<file path="config.mk">
export PLATFORM = sky130hd
export DESIGN_NAME = multipath_rtt_path_selector_unit_flat
export DESIGN_NICKNAME = d
export VERILOG_FILES = /design/src/design/mrps_pkg.sv /design/src/design/mrps_stream_if.sv /design/src/design/mrps_best_cmp.sv /design/src/design/multipath_rtt_path_selector_unit.sv /design/src/flat_wrapper.sv
export VERILOG_INCLUDE_DIRS = /design/src /design/src/design
export SDC_FILE = /design/constraint.sdc
export NUM_CORES = 1
export LEC_CHECK = 0
export ABC_AREA = 1
export BUFFER_PORTS_ARGS = -buffer_cell sky130_fd_sc_hd__buf_2
export CORE_MARGIN = 2
export CORE_UTILIZATION = 45
export CTS_CLUSTER_DIAMETER = 150
export CTS_CLUSTER_SIZE = 40
export DETAILED_ROUTE_END_ITERATION = 10
export PLACE_DENSITY = 0.67
export SLEW_MARGIN = 5
export SYNTH_ARGS = -nofsm -noshare
export SYNTH_HDL_FRONTEND = slang
export SYNTH_SLANG_ARGS = --single-unit
</file>
<file path="constraint.sdc">
create_clock -name i_clk -period 2.55 [get_ports i_clk]
set_input_delay 0 -clock i_clk [delete_from_list [all_inputs] [get_ports i_clk]]
set_output_delay 0 -clock i_clk [all_outputs]
set_load 0.02 [all_outputs]
</file>
<file path="src/design/multipath_rtt_path_selector_unit_macros.svh">
// Assertion macros for the multipath RTT path selector.
`ifndef MULTIPATH_RTT_PATH_SELECTOR_UNIT_MACROS_SVH
`define MULTIPATH_RTT_PATH_SELECTOR_UNIT_MACROS_SVH

`ifndef SYNTHESIS

// Same-cycle implication, disabled while reset is low.
`define MRPS_ASSERT_NOW(label, clk, rst_n, ante, cons, msg) \
    label: assert property (@(posedge clk) disable iff (!rst_n) (ante) |-> (cons)) \
        else $error(msg);

// Next-cycle implication, disabled while reset is low.
`define MRPS_ASSERT_NEXT(label, clk, rst_n, ante, cons, msg) \
    label: assert property (@(posedge clk) disable iff (!rst_n) (ante) |=> (cons)) \
        else $error(msg);

`else

`define MRPS_ASSERT_NOW(label, clk, rst_n, ante, cons, msg)
`define MRPS_ASSERT_NEXT(label, clk, rst_n, ante, cons, msg)

`endif

`endif

</file>
<file path="src/design/mrps_pkg.sv">
// Package: shared constants and types of the multipath RTT path selector.
`timescale 1ns / 1ps
package mrps_pkg;

    localparam int DEF_PATH_ID_WIDTH = 8;
    localparam int DEF_RTT_WIDTH     = 32;

    // Why a path was chosen.
    typedef enum logic [1:0] {
        REASON_NONE = 2'd0,
        REASON_SRTT = 2'd1,
        REASON_LINK = 2'd2
    } t_reason;

endpackage

</file>
<file path="src/design/mrps_stream_if.sv">
// Interfaces: candidate path request channel and selection result channel.
`timescale 1ns / 1ps
interface mrps_path_if #(
    parameter int PATH_ID_WIDTH = mrps_pkg::DEF_PATH_ID_WIDTH,
    parameter int RTT_WIDTH     = mrps_pkg::DEF_RTT_WIDTH
);
    logic                     valid;
    logic                     ready;
    logic [PATH_ID_WIDTH-1:0] path_id;
    logic                     usable;
    logic                     send_ok;
    logic [RTT_WIDTH-1:0]     smoothed_rtt_us;
    logic [RTT_WIDTH-1:0]     link_rtt_us;
    logic                     reinject;
    logic [PATH_ID_WIDTH-1:0] packet_path_id;
    logic                     require_other_path;
    logic                     last_path;

    modport source (
        output valid, path_id, usable, send_ok, smoothed_rtt_us, link_rtt_us,
               reinject, packet_path_id, require_other_path, last_path,
        input  ready
    );
    modport sink (
        input  valid, path_id, usable, send_ok, smoothed_rtt_us, link_rtt_us,
               reinject, packet_path_id, require_other_path, last_path,
        output ready
    );
endinterface

interface mrps_result_if #(
    parameter int PATH_ID_WIDTH = mrps_pkg::DEF_PATH_ID_WIDTH
);
    logic                     valid;
    logic                     ready;
    logic                     found;
    logic [PATH_ID_WIDTH-1:0] chosen_path;
    logic [1:0]               reason;
    logic                     congestion_blocked;

    modport source (
        output valid, found, chosen_path, reason, congestion_blocked,
        input  ready
    );
    modport sink (
        input  valid, found, chosen_path, reason, congestion_blocked,
        output ready
    );
endinterface

</file>
<file path="src/design/mrps_best_cmp.sv">
// Candidate-versus-running-best comparator of the path selector.
`timescale 1ns / 1ps
module mrps_best_cmp #(
    parameter int RTT_WIDTH = mrps_pkg::DEF_RTT_WIDTH
) (
    input  logic                 i_have_best,
    input  logic [RTT_WIDTH-1:0] i_top_srtt,
    input  logic [RTT_WIDTH-1:0] i_best_link,
    input  logic [RTT_WIDTH-1:0] i_srtt,
    input  logic [RTT_WIDTH-1:0] i_link,
    output logic                 o_beats
);
    import mrps_pkg::*;

    logic cand_known;
    logic best_known;

    assign cand_known = |i_link;
    assign best_known = |i_best_link;

    always_comb begin
        if (!i_have_best) begin
            o_beats = 1'b1;
        end else if (cand_known && best_known && (i_link != i_best_link)) begin
            o_beats = i_link < i_best_link;
        end else if (cand_known && !best_known) begin
            o_beats = 1'b1;
        end else if (!cand_known && best_known) begin
            o_beats = 1'b0;
        end else begin
            // equal or both unknown link RTT: earlier path keeps ties
            o_beats = i_srtt < i_top_srtt;
        end
    end

endmodule

</file>
<file path="src/design/multipath_rtt_path_selector_unit.sv">
// Top level: minimum-RTT multipath path selector with link-RTT preference.
//
//  channel    | dir | carries                                   | accepted when
//  -----------+-----+-------------------------------------------+----------------------
//  i_path     | in  | one candidate path plus packet flags      | valid && ready
//  o_result   | out | found, selected path, reason, cong. block | valid && ready
//
//  One candidate request is taken every cycle unless a last-path request is held;
//  the input register feeds the compare against the running best, which updates
//  at the next edge. A result is registered in the output register after its last
//  request passes the input register. A pending result holds a last-path request in
//  the input register, and new requests stall behind it until the result is taken.
//  Reset is synchronous, active low, and clears the running best and both
//  valid flags; after each result the running best returns to that state.
`timescale 1ns / 1ps
module multipath_rtt_path_selector_unit #(
    parameter int PATH_ID_WIDTH = mrps_pkg::DEF_PATH_ID_WIDTH,
    parameter int RTT_WIDTH     = mrps_pkg::DEF_RTT_WIDTH
) (
    input  logic          i_clk,
    input  logic          i_rst_n,
    mrps_path_if.sink     i_path,
    mrps_result_if.source o_result
);
    import mrps_pkg::*;

`include "multipath_rtt_path_selector_unit_macros.svh"

    // input register
    logic                     r_in_valid;
    logic [PATH_ID_WIDTH-1:0] r_in_id;
    logic                     r_in_usable;
    logic                     r_in_send_ok;
    logic [RTT_WIDTH-1:0]     r_in_srtt;
    logic [RTT_WIDTH-1:0]     r_in_link;
    logic                     r_in_reinject;
    logic [PATH_ID_WIDTH-1:0] r_in_pkt_path;
    logic                     r_in_req_other;
    logic                     r_in_last;

    // running best
    logic                     r_have_best,  n_have_best;
    logic [PATH_ID_WIDTH-1:0] r_best_id,    n_best_id;
    logic [RTT_WIDTH-1:0]     r_top_srtt,   n_top_srtt;
    logic [RTT_WIDTH-1:0]     r_best_link,  n_best_link;
    logic                     r_have_orig,  n_have_orig;
    logic [PATH_ID_WIDTH-1:0] r_orig_id,    n_orig_id;
    logic                     r_seen_usable, n_seen_usable;
    logic                     r_any_send_ok, n_any_send_ok;

    // result register
    logic                     r_out_valid;
    logic                     r_found,  n_found;
    logic [PATH_ID_WIDTH-1:0] r_sel_id, n_sel_id;
    t_reason                  r_reason, n_reason;
    logic                     r_cong,   n_cong;

    logic out_free;
    logic advance;
    logic in_take;
    logic cand_ok;
    logic is_orig;
    logic beats;

    assign out_free = !r_out_valid || o_result.ready;
    assign advance  = r_in_valid && (!r_in_last || out_free);
    assign i_path.ready = !r_in_valid || advance;
    assign in_take  = i_path.valid && i_path.ready;

    always_ff @(posedge i_clk) begin
        if (!i_rst_n) begin
            r_in_valid <= 1'b0;
        end else if (i_path.ready) begin
            r_in_valid <= i_path.valid;
        end
    end

    always_ff @(posedge i_clk) begin
        if (in_take) begin
            r_in_id        <= i_path.path_id;
            r_in_usable    <= i_path.usable;
            r_in_send_ok   <= i_path.send_ok;
            r_in_srtt      <= i_path.smoothed_rtt_us;
            r_in_link      <= i_path.link_rtt_us;
            r_in_reinject  <= i_path.reinject;
            r_in_pkt_path  <= i_path.packet_path_id;
            r_in_req_other <= i_path.require_other_path;
            r_in_last      <= i_path.last_path;
        end
    end

    mrps_best_cmp #(
        .RTT_WIDTH (RTT_WIDTH)
    ) u_best_cmp (
        .i_have_best (r_have_best),
        .i_top_srtt  (r_top_srtt),
        .i_best_link (r_best_link),
        .i_srtt      (r_in_srtt),
        .i_link      (r_in_link),
        .o_beats     (beats)
    );

    assign cand_ok = r_in_usable && r_in_send_ok;
    assign is_orig = r_in_reinject && (r_in_pkt_path == r_in_id);

    always_comb begin
        n_have_best    = r_have_best;
        n_best_id      = r_best_id;
        n_top_srtt     = r_top_srtt;
        n_best_link    = r_best_link;
        n_have_orig    = r_have_orig;
        n_orig_id      = r_orig_id;
        n_seen_usable  = r_seen_usable || r_in_usable;
        n_any_send_ok  = r_any_send_ok || cand_ok;

        if (cand_ok && is_orig) begin
            n_have_orig = 1'b1;
            n_orig_id   = r_in_id;
        end else if (cand_ok && beats) begin
            n_have_best = 1'b1;
            n_best_id   = r_in_id;
            n_top_srtt  = r_in_srtt;
            n_best_link = r_in_link;
        end

        n_found  = 1'b0;
        n_sel_id = '0;
        n_reason = REASON_NONE;
        if (n_have_best) begin
            n_found  = 1'b1;
            n_sel_id = n_best_id;
            n_reason = (|n_best_link) ? REASON_LINK : REASON_SRTT;
        end else if (n_have_orig && !r_in_req_other) begin
            n_found  = 1'b1;
            n_sel_id = n_orig_id;
            n_reason = REASON_SRTT;
        end
        n_cong = n_seen_usable && !n_any_send_ok;
    end

    always_ff @(posedge i_clk) begin
        if (!i_rst_n || (advance && r_in_last)) begin
            // clear the decision state on reset and after each result
            r_have_best    <= 1'b0;
            r_best_id      <= '0;
            r_top_srtt     <= '1;
            r_best_link    <= '0;
            r_have_orig    <= 1'b0;
            r_orig_id      <= '0;
            r_seen_usable  <= 1'b0;
            r_any_send_ok  <= 1'b0;
        end else if (advance) begin
            r_have_best    <= n_have_best;
            r_best_id      <= n_best_id;
            r_top_srtt     <= n_top_srtt;
            r_best_link    <= n_best_link;
            r_have_orig    <= n_have_orig;
            r_orig_id      <= n_orig_id;
            r_seen_usable  <= n_seen_usable;
            r_any_send_ok  <= n_any_send_ok;
        end
    end

    always_ff @(posedge i_clk) begin
        if (!i_rst_n) begin
            r_out_valid <= 1'b0;
        end else if (advance && r_in_last) begin
            r_out_valid <= 1'b1;
        end else if (o_result.ready) begin
            r_out_valid <= 1'b0;
        end
    end

    always_ff @(posedge i_clk) begin
        if (advance && r_in_last) begin
            r_found  <= n_found;
            r_sel_id <= n_sel_id;
            r_reason <= n_reason;
            r_cong   <= n_cong;
        end
    end

    assign o_result.valid              = r_out_valid;
    assign o_result.found              = r_found;
    assign o_result.chosen_path        = r_sel_id;
    assign o_result.reason             = r_reason;
    assign o_result.congestion_blocked = r_cong;

    `MRPS_ASSERT_NOW(a_found_has_reason, i_clk, i_rst_n, r_out_valid && r_found,
        r_reason != REASON_NONE, "found result without a reason")
    `MRPS_ASSERT_NOW(a_none_is_zero, i_clk, i_rst_n, r_out_valid && !r_found,
        (r_sel_id == '0) && (r_reason == REASON_NONE), "empty result not zeroed")
    `MRPS_ASSERT_NEXT(a_clear_after_last, i_clk, i_rst_n, advance && r_in_last,
        !r_have_best && !r_have_orig && !r_seen_usable && r_out_valid,
        "decision state not cleared after last path")
    `MRPS_ASSERT_NOW(a_send_implies_usable, i_clk, i_rst_n, r_any_send_ok,
        r_seen_usable, "sendable path seen without a usable path")
    `MRPS_ASSERT_NOW(a_best_implies_send, i_clk, i_rst_n, r_have_best || r_have_orig,
        r_any_send_ok, "candidate held without any sendable path")

endmodule
</file>
<file path="src/flat_wrapper.sv">
// flat-port wrapper written by rule: the top's interface ports become plain ports
module multipath_rtt_path_selector_unit_flat import mrps_pkg::*;
#(
    parameter int PATH_ID_WIDTH = mrps_pkg::DEF_PATH_ID_WIDTH,
    parameter int RTT_WIDTH     = mrps_pkg::DEF_RTT_WIDTH
)
  (i_clk, i_rst_n, i_path_valid, i_path_path_id, i_path_usable, i_path_send_ok, i_path_smoothed_rtt_us, i_path_link_rtt_us, i_path_reinject, i_path_packet_path_id, i_path_require_other_path, i_path_last_path, i_path_ready, o_result_valid, o_result_found, o_result_chosen_path, o_result_reason, o_result_congestion_blocked, o_result_ready);
  mrps_path_if #(.PATH_ID_WIDTH(PATH_ID_WIDTH), .RTT_WIDTH(RTT_WIDTH)) i_path_i ();
  mrps_result_if #(.PATH_ID_WIDTH(PATH_ID_WIDTH)) o_result_i ();
  input  logic i_clk;
  input  logic i_rst_n;
  input wire logic [$bits(i_path_i.valid)-1:0] i_path_valid;
  input wire logic [$bits(i_path_i.path_id)-1:0] i_path_path_id;
  input wire logic [$bits(i_path_i.usable)-1:0] i_path_usable;
  input wire logic [$bits(i_path_i.send_ok)-1:0] i_path_send_ok;
  input wire logic [$bits(i_path_i.smoothed_rtt_us)-1:0] i_path_smoothed_rtt_us;
  input wire logic [$bits(i_path_i.link_rtt_us)-1:0] i_path_link_rtt_us;
  input wire logic [$bits(i_path_i.reinject)-1:0] i_path_reinject;
  input wire logic [$bits(i_path_i.packet_path_id)-1:0] i_path_packet_path_id;
  input wire logic [$bits(i_path_i.require_other_path)-1:0] i_path_require_other_path;
  input wire logic [$bits(i_path_i.last_path)-1:0] i_path_last_path;
  output wire logic [$bits(i_path_i.ready)-1:0] i_path_ready;
  output wire logic [$bits(o_result_i.valid)-1:0] o_result_valid;
  output wire logic [$bits(o_result_i.found)-1:0] o_result_found;
  output wire logic [$bits(o_result_i.chosen_path)-1:0] o_result_chosen_path;
  output wire logic [$bits(o_result_i.reason)-1:0] o_result_reason;
  output wire logic [$bits(o_result_i.congestion_blocked)-1:0] o_result_congestion_blocked;
  input wire logic [$bits(o_result_i.ready)-1:0] o_result_ready;
  assign i_path_i.valid = i_path_valid;
  assign i_path_i.path_id = i_path_path_id;
  assign i_path_i.usable = i_path_usable;
  assign i_path_i.send_ok = i_path_send_ok;
  assign i_path_i.smoothed_rtt_us = i_path_smoothed_rtt_us;
  assign i_path_i.link_rtt_us = i_path_link_rtt_us;
  assign i_path_i.reinject = i_path_reinject;
  assign i_path_i.packet_path_id = i_path_packet_path_id;
  assign i_path_i.require_other_path = i_path_require_other_path;
  assign i_path_i.last_path = i_path_last_path;
  assign i_path_ready = i_path_i.ready;
  assign o_result_valid = o_result_i.valid;
  assign o_result_found = o_result_i.found;
  assign o_result_chosen_path = o_result_i.chosen_path;
  assign o_result_reason = o_result_i.reason;
  assign o_result_congestion_blocked = o_result_i.congestion_blocked;
  assign o_result_i.ready = o_result_ready;
  multipath_rtt_path_selector_unit #(.PATH_ID_WIDTH(PATH_ID_WIDTH), .RTT_WIDTH(RTT_WIDTH)) u_core (.i_clk(i_clk), .i_rst_n(i_rst_n), .i_path(i_path_i), .o_result(o_result_i));
endmodule
</file>
# After elaboration in Yosys (flattened, before gate mapping)
# Cells that the tools add are included.
# Widths: inputs -> output; s select.
[classes] mux=20 magnitude_cmp=2 eq_ne=2 n_bitwise=1 n_reduce_logical=32
[ops] op="$reduce_or 32->1" count=3
[ops] op="$lt 32x32->1" count=2
[ops] op="$mux 32" count=2
[ops] op="$mux 8" count=5
[ops] op="$ne 32x32->1" count=1
[ops] op="$logic_and 1x1->1" count=13
[ops] op="$mux 1" count=11
[ops] op="$eq 8x8->1" count=1
[ops] op="$logic_not 1->1" count=8
[ops] op="$logic_or 1x1->1" count=6
[ops] op="$mux 2" count=2
[ops] op="$reduce_and 3->1" count=1
[ops] op="$reduce_bool 2->1" count=1
[ops] op="$not 1->1" count=1
[totals] output_inout_bits=14 regBits=183

# Longest topological paths before layout
# Gate-level depths: netlist of the first run.
[logic_depth] ltp_word=13 mapped_depth=20 ltp_nobuf=19

# Hierarchy
# Synthesis of the first run repeated with hierarchy kept, for this count alone.
[unflattened] hier_cells=1147 hier_area_um2=9455.3
[modules_own_cells] module="multipath_rtt_path_selector_unit" area_each_um2=7544.7 n_inst=1 cells_per_inst=830 seq_area_each_um2=4634.4
[modules_own_cells] module="mrps_best_cmp" area_each_um2=1910.6 n_inst=1 cells_per_inst=317 seq_area_each_um2=0.0

# Worst setup path after synthesis of the first run
# OpenSTA, ideal clock, no wires.
[synth_path] path_kind="register to register" start="register u_core.r_out_valid (netlist: u_core.o_result.valid)" end="register u_core.r_in_id[0] (enable)" slack_ns=-0.334 path_stages_with_launch=6 n_path_buf=0 arrival_ns=2.445 required_ns=2.111 period_less_slack_ns=2.884 path_cell_list="dfxtp_1 -> inv_1 -> nor2_1 -> nand3_1 -> nand2_1 -> inv_1"
[synth_between] elab_chain_cells=6
[synth_lines] item="start: declaration" line_no="multipath_rtt_path_selector_unit.sv:52" source="logic r_out_valid;"
[synth_lines] item="start signal: assignment" line_no="multipath_rtt_path_selector_unit.sv:166" source="r_out_valid <= 1'b0;"
[synth_lines] item="start signal: assignment" line_no="multipath_rtt_path_selector_unit.sv:168" source="r_out_valid <= 1'b1;"
[synth_lines] item="start signal: assignment" line_no="multipath_rtt_path_selector_unit.sv:170" source="r_out_valid <= 1'b0;"
[synth_lines] item="$logic_not 1->1" line_no="multipath_rtt_path_selector_unit.sv:65" source="assign out_free = !r_out_valid || o_result.ready;"
[synth_lines] item="$logic_or 1x1->1" line_no="multipath_rtt_path_selector_unit.sv:65"
[synth_lines] item="$logic_or 1x1->1" line_no="multipath_rtt_path_selector_unit.sv:66" source="assign advance = r_in_valid && (!r_in_last || out_free);"
[synth_lines] item="$logic_and 1x1->1" line_no="multipath_rtt_path_selector_unit.sv:66"
[synth_lines] item="$logic_or 1x1->1" line_no="multipath_rtt_path_selector_unit.sv:67" source="assign i_path.ready = !r_in_valid || advance;"
[synth_lines] item="via i_path_ready" line_no="flat_wrapper.sv:22" source="output wire logic [$bits(i_path_i.ready)-1:0] i_path_ready;"
[synth_lines] item="$logic_and 1x1->1" line_no="multipath_rtt_path_selector_unit.sv:68" source="assign in_take = i_path.valid && i_path.ready;"
[synth_lines] item="via u_core.in_take" line_no="multipath_rtt_path_selector_unit.sv:60" source="logic in_take;"
[synth_lines] item="end signal: assignment" line_no="multipath_rtt_path_selector_unit.sv:80" source="r_in_id <= i_path.path_id;"
[synth_lines] item="end: declaration" line_no="multipath_rtt_path_selector_unit.sv:31" source="logic [PATH_ID_WIDTH-1:0] r_in_id;"
# The timed path passes the listed nets, and every way through them passes these cells.
# A chain may end at the register's enable or synchronous reset.

# Final worst setup path of the first run
[layout_path] start="register u_core.r_in_link[31]" end="register u_core.r_best_link[8]"
[layout_between] elab_chain_cells=10 word_cells_on_any_way=15 cone_classes="order compare: 1; eq/ne: 1; mux: 6; reduce/logical: 7"
[layout_lines] item="start: declaration" line_no="multipath_rtt_path_selector_unit.sv:35" source="logic [RTT_WIDTH-1:0] r_in_link;"
[layout_lines] item="start signal: assignment" line_no="multipath_rtt_path_selector_unit.sv:84" source="r_in_link <= i_path.link_rtt_us;"
[layout_lines] item="parallel branches: the longest is 5 deep, another holds $lt 32x32->1"
[layout_lines] item="$mux 1 *" line_no="mrps_best_cmp.sv:24" source="end else if (cand_known && best_known && (i_link != i_best_link)) begin"
[layout_lines] item="$mux 1 *" line_no="mrps_best_cmp.sv:22" source="if (!i_have_best) begin"
[layout_lines] item="$logic_and 1x1->1 *" line_no="multipath_rtt_path_selector_unit.sv:119" source="end else if (cand_ok && beats) begin"
[layout_lines] item="$mux 32 *" line_no="multipath_rtt_path_selector_unit.sv:119"
[layout_lines] item="$mux 32 *" line_no="multipath_rtt_path_selector_unit.sv:116" source="if (cand_ok && is_orig) begin"
[layout_lines] item="end signal: assignment" line_no="multipath_rtt_path_selector_unit.sv:156" source="r_best_link <= n_best_link;"
[layout_lines] item="end: declaration" line_no="multipath_rtt_path_selector_unit.sv:45" source="logic [RTT_WIDTH-1:0] r_best_link, n_best_link;"
# Every way passes the cells marked *.

==> summary.md, run 1 <==
| Metric | Value |
|---|---|
| R2R depth | 15 |
| RSZ-0062 raised after global routing | yes |
| Int Pwr | 5356 uW |
| Post-Layout Inst Area | 11310 sq um |
| Nets | 1326 |
| CP Class | flop to flop |
| Worst reg2reg startpoint | u_core.r_in_link[31] |
| Final setup fails | 0 |
| Maxcap violations | 0 |
| Critical Path AT | 2.77 ns |
| Reg clk slew, reported paths | 0.07 ns |
| Hold Vio Cnt, Final | 0 |
| Type of the worst min-delay path | primary input to flop |
| P&R area growth vs syn | 31.73% |
| Worst R2R Setup Slack | between 0.09 and 0.1 ns |
| Initial DRC count | between 400 and 500 |
| Vias in the first global route | 6826 |
| Final antenna diode count | 0 |
| Io pins | 103 |
| Shortest period the worst path allows | approximately 2.5 ns |
| Syn avg cell area | 8.860 sq um |
| RD Place Congestion | 0.8211 |
| Initial Util | a little under half |
| Synth area leaders | edfxtp_1 34%, dfxtp_1 20%, nand2_1 9.3% |
| Worst setup EP type | flop |
| Clk sink count | 183 |
| Tcrit/Tclk final | around 96% |
| Fmax | 0.4072 GHz |
| First-pass GRT wire length | 31.86 mm |
| Grt ovf | 0 |
| Share of cells above drive strength 1 | 17.02% |
| YS warnings | 0 |
| Sw frac | 23.20% |
| IO Port Bufs | a little over 100 |
| Die height | 142.1 um |
| Worst EP required | 2.86 ns |
| Critical R2R Capture | u_core.r_best_link[8] |
| Post-synth top area cell | edfxtp_1 |
| Via density | between 4 and 5 |
| CTS tree | built |
| Setup TNS | 0 ns |
| Vias | 7089 |
| CTS buffer count | 17 |
| DRC viols | 0 |
| Netlist Area Pre-Place | 8586 sq um |
| Root Driver | clkbuf_16 |
| CTS Buffer Depth | 2 |
| Antenna-violating nets left | 0 |
| Crit path to | u_core.r_best_link[8] |
| Slew Viols, Final | 0 |
| Seq cells post-synth | around 180 |
| Total chip power | 6973 uW |
| Drt first pass iters | 5 |
| FP Rows | 50 |
| Gr usage total | 19.94% |
| VDD IR-drop max | 0.0004949 V |
| Die Wd | 142.1 um |
| Post-Syn Nets | about 1100 |
| Slew margin rel. | 60.87% |
| Synth cell types | 35 |
| Dpl hpwl | approximately 12 mm |
| Die area | 20200 sq um |
| Worst setup path start | u_core.r_in_link[31] |
| DP Area | 9432 sq um |
| Number of cells produced by synthesis | 969 |
| CP Launch Type | flop |
| Outcome | finished, final reports clean |
| Share of the synthesized area in the top cell type | 33.93% |
| Detailed-route wire length per cell | 14.25 um |
| Routed WL | ~20 mm |
| Setup WS post-layout | 0.09432 ns |
| Comb pwr share | 10.9% |
| Pleak | 0.005492 uW |
| Later-pin clock latency in the skew report | 0.43 ns |
| H-tree depth | 4 |
| Clock power share | 41.2% |
| Register area share after synthesis | between 50% and 60% |
| Crit Path Max Fanout | 9 |
| Worst Tran Pin Value | 0.5869 ns |
| Core area | between 15000 and 20000 sq um |
| Flop pwr share | between 40% and 50% |
| NetSw | 1618 uW |
| Pre-CTS setup slack | 0.0001632 ns |
| Largest net degree at the start of global routing | between 50 and 60 |
| Hold slack | between 0.2 and 0.3 ns |
| Commonest non-fill, non-tap cell in the layout | nand2_1 |
| Final Skew | 0.01305 ns |
| Pwr dens | 616.6 nW/um^2 |
| Initial antenna violation count | 0 |
| Most frequent cells in the layout | 209 x nand2_1, 139 x nor2_1, 109 x inv_1 |
-- worst min-delay path by stage --
stage	start	to	slack [ns]	cells past startpoint
floorplan	i_path_path_id[0]	u_core.r_in_id[0]	0.1	0
global placement	i_path_packet_path_id[7]	u_core.r_in_pkt_path[7]	0.18	1
detailed placement	i_path_path_id[4]	u_core.r_in_id[4]	0.18	1
CTS	i_path_smoothed_rtt_us[15]	u_core.r_in_srtt[15]	0.25	2
global route	i_path_smoothed_rtt_us[17]	u_core.r_in_srtt[17]	0.26	2
finish	i_path_smoothed_rtt_us[15]	u_core.r_in_srtt[15]	0.27	2
-- per-stage QoR --
| step | std cells | utilization [%] |
|---|---|---|
| 2_1_floorplan | 969 | - |
| 3_3_place_gp | 1287 | 50.42 |
| 3_5_place_dp | 1287 | 50.42 |
| 4_1_cts | 1408 | 58.68 |
| 5_1_grt | 1421 | 60.46 |
| 6_report | 1421 | 60.46 |
-- cells in the mapped netlist --
library cell / instances
nand2_1: 213
nor2_1: 143
inv_1: 110
edfxtp_1: 97
dfxtp_1: 86
nand3_1: 74
ha_1: 63
nand4_1: 51
a21oi_1: 30
o21ai_0: 25
clkbuf_1: 19
inv_2: 10
buf_2: 9
buf_4: 5
nor3_1: 5
clkinv_1: 3
o21a_1: 3
o21bai_1: 3
buf_6: 2
nand3_2: 2
xor2_1: 2
a211oi_1: 1
a21boi_0: 1
a21o_1: 1
a21oi_2: 1
and3_1: 1
buf_1: 1
nand2_2: 1
nor2_2: 1
nor3b_2: 1
nor4_4: 1
o2111ai_1: 1
o21ai_1: 1
or2_1: 1
xnor2_1: 1
-- final cells by class --
type	count	area, sq um
fill	1534	7396
sequential	183	4636
multi-input combinational	627	3463
timing repair buffer	222	1802
clock buffer	23	489.2
inverter	123	465.4
tap	234	292.8
clock inverter	9	161.4
-- state kept, by name (all words and copies together) (netlist names) --
register                            count
u_core.r_in_last                        1
u_core.r_seen_usable                    1
u_core.r_have_orig                      1
u_core.o_result.valid                   1
u_core.r_any_send_ok                    1
u_core.r_in_pkt_path                    8
u_core.r_orig_id                        8
u_core.r_have_best                      1
u_core.r_in_link                       32
u_core.o_result.found                   1
u_core.r_in_valid                       1
u_core.r_in_reinject                    1
u_core.r_in_srtt                       32
u_core.r_top_srtt                      32
u_core.r_in_id                          8
u_core.r_best_link                     32
u_core.r_in_usable                      1
u_core.o_result.chosen_path             8
u_core.r_in_send_ok                     1
u_core.o_result.congestion_blocked      1
u_core.r_in_req_other                   1
u_core.o_result.reason                  2
u_core.r_best_id                        8
-- layer usage --
metal / global-route usage [%] / vias to the layer above / share of wire [%]
li1: - / 3609 / -
met1: 25.73 / 3284 / 46
met2: 33.23 / 162 / 47
met3: 4.307 / 34 / 4.3
met4: 7.053 / 0 / 2.3
met5: 0 / - / 0
-- power by group through the flow --
stage                     clock, uW  combinational, uW  sequential [uW]
final                          2880                761             3340
after global routing           3060                859             3350
after CTS                      2930                709             3330
after detailed placement          0                601             3400
after global placement            0                590             3390
after floorplan                   0                393             3380
-- worst max-delay path, cell delays in order (launching register included) --
cell and delay (ns):
edfxtp_1 0.47, ha_4 0.31, nand2_1 0.06, nor2_2 0.10, nor3b_4 0.20, nand2_1 0.10
nor2_1 0.12, nor2_1 0.06, inv_1 0.05, nand2_1 0.08, nand2_4 0.12, nand3_4 0.10
buf_4 0.19, clkbuf_16 0.17, nor2_1 0.14, nor2_1 0.07
-- kinds of logic after synthesis --
logic type	after synthesis	share of synthesized area, %
AO/OA/AOI/OAI	67	4.255
adder cells (fa/ha/maj)	63	9.181
AND/OR/NAND/NOR	494	24.80
flip-flops	183	53.98
buffers and inverters	159	7.476
XOR/XNOR	3	0.3061
-- what timing repair did --
action,4_1_cts,5_1_grt
cloned,0,5
endpoints found under the hold margin,87,0
pin swaps,0,6
resized for setup,1,28
endpoints found under the setup margin,1,83
setup buffers,0,8
hold buffers,89,0
Note: power is estimated with default switching activity, not from simulation.
==> run 2, diff against run 1 <==
MAX_ROUTING_LAYER = met4   (was default)
==> summary.md, run 2 (same netlist as run 1, synthesis figures left out) <==
| Metric | Value |
|---|---|
| Outcome | finished, final reports clean |
| CTS Buffer Depth | 2 (unchanged) |
| Pwr dens | 616.9 nW/um^2 (about the same) |
| P&R area growth vs syn | 31.73% (unchanged) |
| VDD IR-drop max | 0.0004976 V (+0.54%) |
| Tcrit/Tclk final | 95.41% (-0.89 points) |
| Final antenna diode count | 0 (unchanged) |
| Core area | 18710 sq um (unchanged) |
| Critical R2R Capture | u_core.r_best_link[8] |
| Slew margin rel. | 60.34% (-0.53 points) |
| Largest net degree at the start of global routing | 51 (unchanged) |
| Die height | 142.1 um (unchanged) |
| Fmax | 0.4110 GHz (+0.93%) |
| R2R depth | 15 (unchanged) |
| Hold Path Origin | i_path_smoothed_rtt_us[15] |
| Worst Tran Pin Value | 0.5948 ns (+0.007945 ns) |
| Initial Util | 45.90% (unchanged) |
| Root Driver | clkbuf_16 |
| Share of cells above drive strength 1 | 17.02% (unchanged) |
| Worst reg2reg startpoint | u_core.r_in_link[31] |
| Hold Crit Endpoint | u_core.r_in_srtt[15] |
| Via density | 4.956 (-0.66%) |
| IO Port Bufs | 102 (unchanged) |
| Crit Path Max Fanout | 9 (unchanged) |
| Worst EP required | 2.86 ns (about the same) |
| Reg clk slew, reported paths | 0.07 ns (about the same) |
| Drt first pass iters | 4 (-1) |
| H-tree depth | 4 (unchanged) |
| Vias | 7042 (-0.66%) |
| Maxcap violations | 0 (unchanged) |
| FILL cells | 1534 (unchanged) |
| Commonest non-fill, non-tap cell in the layout | nand2_1 |
| Initial DRC count | 450 (-3.6%) |
| Grt ovf | 0 (unchanged) |
| Die area | 20200 sq um (unchanged) |
| Later-pin clock latency in the skew report | 0.44 ns (about the same) |
| Gr usage total | 20.53% (+0.59 points) |
| Final Skew | 0.01529 ns (+0.002246 ns) |
| Setup WS post-layout | 0.1170 ns (+0.02271 ns) |
| RD Place Congestion | 0.8334 (+1.5%) |
| Total chip power | 6977 uW (about the same) |
| CTS tree | built |
| Slew Viols, Final | 0 (unchanged) |
| RSZ-0062 raised after global routing | yes |
| CP Class | flop to flop |
| CP Launch Type | flop |
| Type of the worst min-delay path | primary input to flop |
| Routed WL | 20.22 mm (-0.18%) |
| Worst R2R Setup Slack | 0.12 ns (+0.02 ns) |
| Vias in the first global route | 6829 (+0.044%) |
| FP Rows | 50 (unchanged) |
| Hold Vio Cnt, Final | 0 (unchanged) |
| Io pins | 103 (unchanged) |
| Dpl hpwl | 12.16 mm (unchanged) |
| Pre-CTS setup slack | 0.0001632 ns (unchanged) |
| Detailed-route wire length per cell | 14.23 um (-0.18%) |
| WHS Path Cells | 2 (unchanged) |
| Worst setup EP type | flop |
| Critical Path AT | 2.75 ns (-0.02 ns) |
| Shortest period the worst path allows | 2.433 ns (-0.02271 ns) |
| Initial antenna violation count | 0 (unchanged) |
| Pleak | 0.005492 uW (unchanged) |
| Antenna-violating nets left | 0 (unchanged) |
| First-pass GRT wire length | 31.86 mm (about the same) |
| CTS buffer count | 17 (unchanged) |
| Setup TNS | 0 ns (unchanged) |
| Final setup fails | 0 (unchanged) |
| Die Wd | 142.1 um (unchanged) |
| Clk sink count | 183 (unchanged) |
| Nets | 1326 (unchanged) |
| DRC viols | 0 (unchanged) |
| Most frequent cells in the layout | 209 x nand2_1, 139 x nor2_1, 109 x inv_1 |
| Final Core Density | 60.46% (unchanged) |
==> run 2: cell counts in the layout (fill, tap and decap cells not counted) <==
Identical to the previous run, type by type.
==> run 2: how the worst max path moves through the flow <==
stage,to,start,cells past startpoint
4_1_cts,u_core.r_best_link[25],u_core.r_in_link[15],15
3_5_place_dp,u_core.o_result.reason[0],u_core.r_in_link[15],14
5_1_grt,u_core.r_best_link[31],u_core.r_in_srtt[5],18
3_3_place_gp,u_core.o_result.reason[0],u_core.r_in_srtt[30],13
6_report,u_core.r_best_link[8],u_core.r_in_link[31],15
2_1_floorplan,u_core.r_in_id[0],u_core.o_result.valid,5
==> run 2: power by group <==
part	internal, uW	switching, uW	total [uW]	leakage, uW
clock network	1760	1120	2880	0.000310
registers	3250	87.1	3340	0.00164
logic	345	415	760	0.00354
==> run 2: critical path, cell delays in order, from the launching register on <==
cell	delay, ns
edfxtp_1	0.46
ha_4	0.30
nand2_1	0.06
nor2_2	0.10
nor3b_4	0.20
nand2_1	0.10
nor2_1	0.12
nor2_1	0.06
inv_1	0.05
nand2_1	0.08
nand2_4	0.12
nand3_4	0.10
buf_4	0.18
clkbuf_16	0.17
nor2_1	0.14
nor2_1	0.07
==> run 2: area by class of cell <==
cell class / instances / area (sq um) / share of cell area (%)
clock buffer: 23 / 489.2 / 4.326
clock inverter: 9 / 161.4 / 1.427
timing repair buffer: 222 / 1802 / 15.93
multi-input combinational: 627 / 3463 / 30.62
tap: 234 / 292.8 / 2.589
inverter: 123 / 465.4 / 4.115
sequential: 183 / 4636 / 40.99
==> run 2: what timing repair did <==
item                                   in CTS  in global routing
setup endpoints to repair                   1                 83
cloned                                      0                  5
buffers inserted                            0                  8
hold buffers                               89                  0
pin swaps                                   0                  6
endpoints found under the hold margin      87                  0
resized for setup                           1                 28
==> run 2: metal layers <==
| metal | vias up | track usage, % | part of all wire, % |
|---|---|---|---|
| li1 | 3609 | - | - |
| met1 | 3235 | 25.84 | 46 |
| met2 | 159 | 33.31 | 47 |
| met3 | 39 | 3.836 | 4.3 |
| met4 | 0 | 7.368 | 2.4 |
| met5 | - | - | 0 |
==> run 2: through the flow <==
step	hold WS [ns]	instances	instance area, sq um
after floorplan	0.09887	969	8596
after global placement	0.1764	1287	9432
after detailed placement	0.1781	1287	9432
after CTS	0.2519	1408	10980
after global routing	0.2625	1421	11310
final	0.2650	1421	11310
==> run 3, diff against run 2 <==
CELL_PAD_IN_SITES_DETAIL_PLACEMENT = 1   (was default)
CELL_PAD_IN_SITES_GLOBAL_PLACEMENT = 1   (was default)
CORE_UTILIZATION = 40   (was 45)
PLACE_DENSITY = default   (was 0.67)
PLACE_DENSITY_LB_ADDON = 0.1   (was default)
==> summary.md, run 3 (same netlist as run 1, synthesis figures left out) <==
| Metric | Value |
|---|---|
| CP Class | flop to flop |
| Nets | 1338 (+0.90%) |
| Share of cells above drive strength 1 | 19.18% (+2.2 points) |
| Type of the worst min-delay path | primary input to flop |
| Routed WL | 22.58 mm (+12%) |
| Die area | 22650 sq um (+12%) |
| Pleak | 0.005523 uW (+0.56%) |
| IO Port Bufs | 102 (unchanged) |
| CTS Buffer Depth | 2 (unchanged) |
| Antenna-violating nets left | 0 (unchanged) |
| Largest net degree at the start of global routing | 86 (+69%) |
| Critical Path AT | 2.81 ns (+0.06 ns) |
| RSZ-0062 raised after global routing | yes |
| CTS tree | built |
| Worst reg2reg startpoint | u_core.r_in_link[14] |
| DRC viols | 0 (unchanged) |
| Drt first pass iters | 4 (unchanged) |
| Tcrit/Tclk final | 98.06% (+2.7 points) |
| Critical R2R Capture | u_core.r_best_id[1] |
| Commonest non-fill, non-tap cell in the layout | nand2_1 |
| RD Place Congestion | 0.7710 (-7.5%) |
| Gr usage total | 20.24% (-0.29 points) |
| Die height | 150.5 um (+5.9%) |
| Vias in the first global route | 7266 (+6.4%) |
| CTS buffer count | 17 (unchanged) |
| Pwr dens | 597.3 nW/um^2 (-3.2%) |
| Worst R2R Setup Slack | 0.05 ns (-0.07 ns) |
| Root Driver | clkbuf_16 |
| Final setup fails | 0 (unchanged) |
| Worst Tran Pin Value | 0.6404 ns (+0.04559 ns) |
| Slew margin rel. | 57.30% (-3.0 points) |
| Initial DRC count | 246 (-45%) |
| R2R depth | 17 (+2) |
| Clk sink count | 183 (unchanged) |
| Via density | 4.848 (-2.2%) |
| Outcome | finished, final reports clean |
| Shortest period the worst path allows | 2.501 ns (+0.06759 ns) |
| Initial antenna violation count | 0 (unchanged) |
| Final antenna diode count | 0 (unchanged) |
| VDD IR-drop max | 0.0003385 V (-32%) |
| Dpl hpwl | 13.54 mm (+11%) |
| Slew Viols, Final | 0 (unchanged) |
| Final Skew | 0.01226 ns (-0.003034 ns) |
| Hold Vio Cnt, Final | 0 (unchanged) |
| P&R area growth vs syn | 32.85% |
| Hold Path Origin | o_result_ready |
| FILL cells | 2435 (+59%) |
| Io pins | 103 (unchanged) |
| Core area | 21020 sq um (+12%) |
| Vias | 7146 (+1.5%) |
| Crit Path Max Fanout | 19 (+10) |
| Initial Util | 40.84% (-5.1 points) |
| Reg clk slew, reported paths | 0.07 ns (about the same) |
| Detailed-route wire length per cell | 15.32 um (+7.7%) |
| Register area | 4637 sq um (about the same) |
| Area of the multi-input gates | 3460 sq um (-0.11%) |
| WHS Path Cells | 7 (+5) |
| Pre-CTS setup slack | 0.07371 ns (+0.07354 ns) |
| Worst setup EP type | flop |
| H-tree depth | 4 (unchanged) |
| Hold Crit Endpoint | u_core.r_orig_id[6] |
| Setup WS post-layout | 0.04944 ns (-0.06759 ns) |
| Grt ovf | 0 (unchanged) |
| First-pass GRT wire length | 35.08 mm (+10%) |
| Hold slack | 0.2700 ns (+0.005008 ns) |
| Later-pin clock latency in the skew report | 0.43 ns (about the same) |
| CP Launch Type | flop |
| Most frequent cells in the layout | 204 x nand2_1, 128 x nor2_1, 108 x inv_1 |
| Fmax | 0.3999 GHz (-2.7%) |
| Maxcap violations | 0 (unchanged) |
| FP Rows | 53 (+6.0%) |
| Worst EP required | 2.86 ns (about the same) |
| Die Wd | 150.5 um (+5.9%) |
-- run 3: how the worst max path moves through the flow --
stage / start / end / slack, ns / cells past startpoint
3_3_place_gp: u_core.r_in_link[9] / u_core.r_top_srtt[6] / 0.15 / 15
2_1_floorplan: u_core.o_result.valid / u_core.r_in_id[0] / 0.006 / 5
4_1_cts: u_core.r_in_link[11] / u_core.r_best_link[24] / 0.04 / 16
5_1_grt: u_core.r_in_link[14] / u_core.r_best_link[19] / -0.12 / 16
6_report: u_core.r_in_link[14] / u_core.r_best_id[1] / 0.05 / 17
3_5_place_dp: u_core.r_in_link[11] / u_core.r_best_link[24] / 0.07 / 16
-- run 3: final cells by class --
class / instances / area share (%)
Clock inverter: 13 / 1.262
Timing Repair Buffer: 234 / 16.77
Multi-Input combinational cell: 627 / 30.33
Sequential cell: 183 / 40.65
Clock buffer: 19 / 3.883
Tap cell: 275 / 3.017
Inverter: 123 / 4.081
-- run 3: metrics by stage --
stage	power [uW]	util (%)	instances	area, sq um	setup TNS [ns]
floorplan	3772	-	969	8596	0
finish	6812	54.26	1474	11410	0
global route	7120	54.26	1474	11410	-5.722
detailed placement	4029	45.38	1334	9540	0
CTS	6828	52.41	1455	11020	0
global placement	4011	45.38	1334	9540	0
-- run 3: power breakdown --
part	switching [uW]	leakage, uW	internal (uW)
logic	434	0.00359	361
clock network	1200	0.000288	1480
registers	86.0	0.00164	3250
-- run 3: routing by layer --
layer | routed length (um) | vias up | GRT usage [%]
met5 | 0 | - | -
met3 | 530 | 8 | 3.727
met1 | 10540 | 3422 | 24.63
met2 | 11370 | 86 | 35.14
met4 | 141 | 0 | 4.292
li1 | - | 3630 | -
-- run 3: worst max-delay path, cell delays in order, from the launching register on --
cell	delay, ns
edfxtp_1	0.45
ha_4	0.31
nand4_1	0.16
nor3_2	0.23
buf_4	0.15
nand3_2	0.06
nor2_2	0.11
nor2_1	0.06
nand3_1	0.08
nand2_1	0.06
inv_2	0.09
nand2_4	0.07
nand3_4	0.09
buf_12	0.15
buf_12	0.16
nand2_1	0.06
nand2_1	0.05
nor2_1	0.04
-- run 3: repair_timing --
item / CTS / global route
setup endpoints to repair: 0 / 81
resized for setup: 0 / 37
buffers inserted: 0 / 12
hold endpoints to repair: 87 / 0
hold buffers: 89 / 0
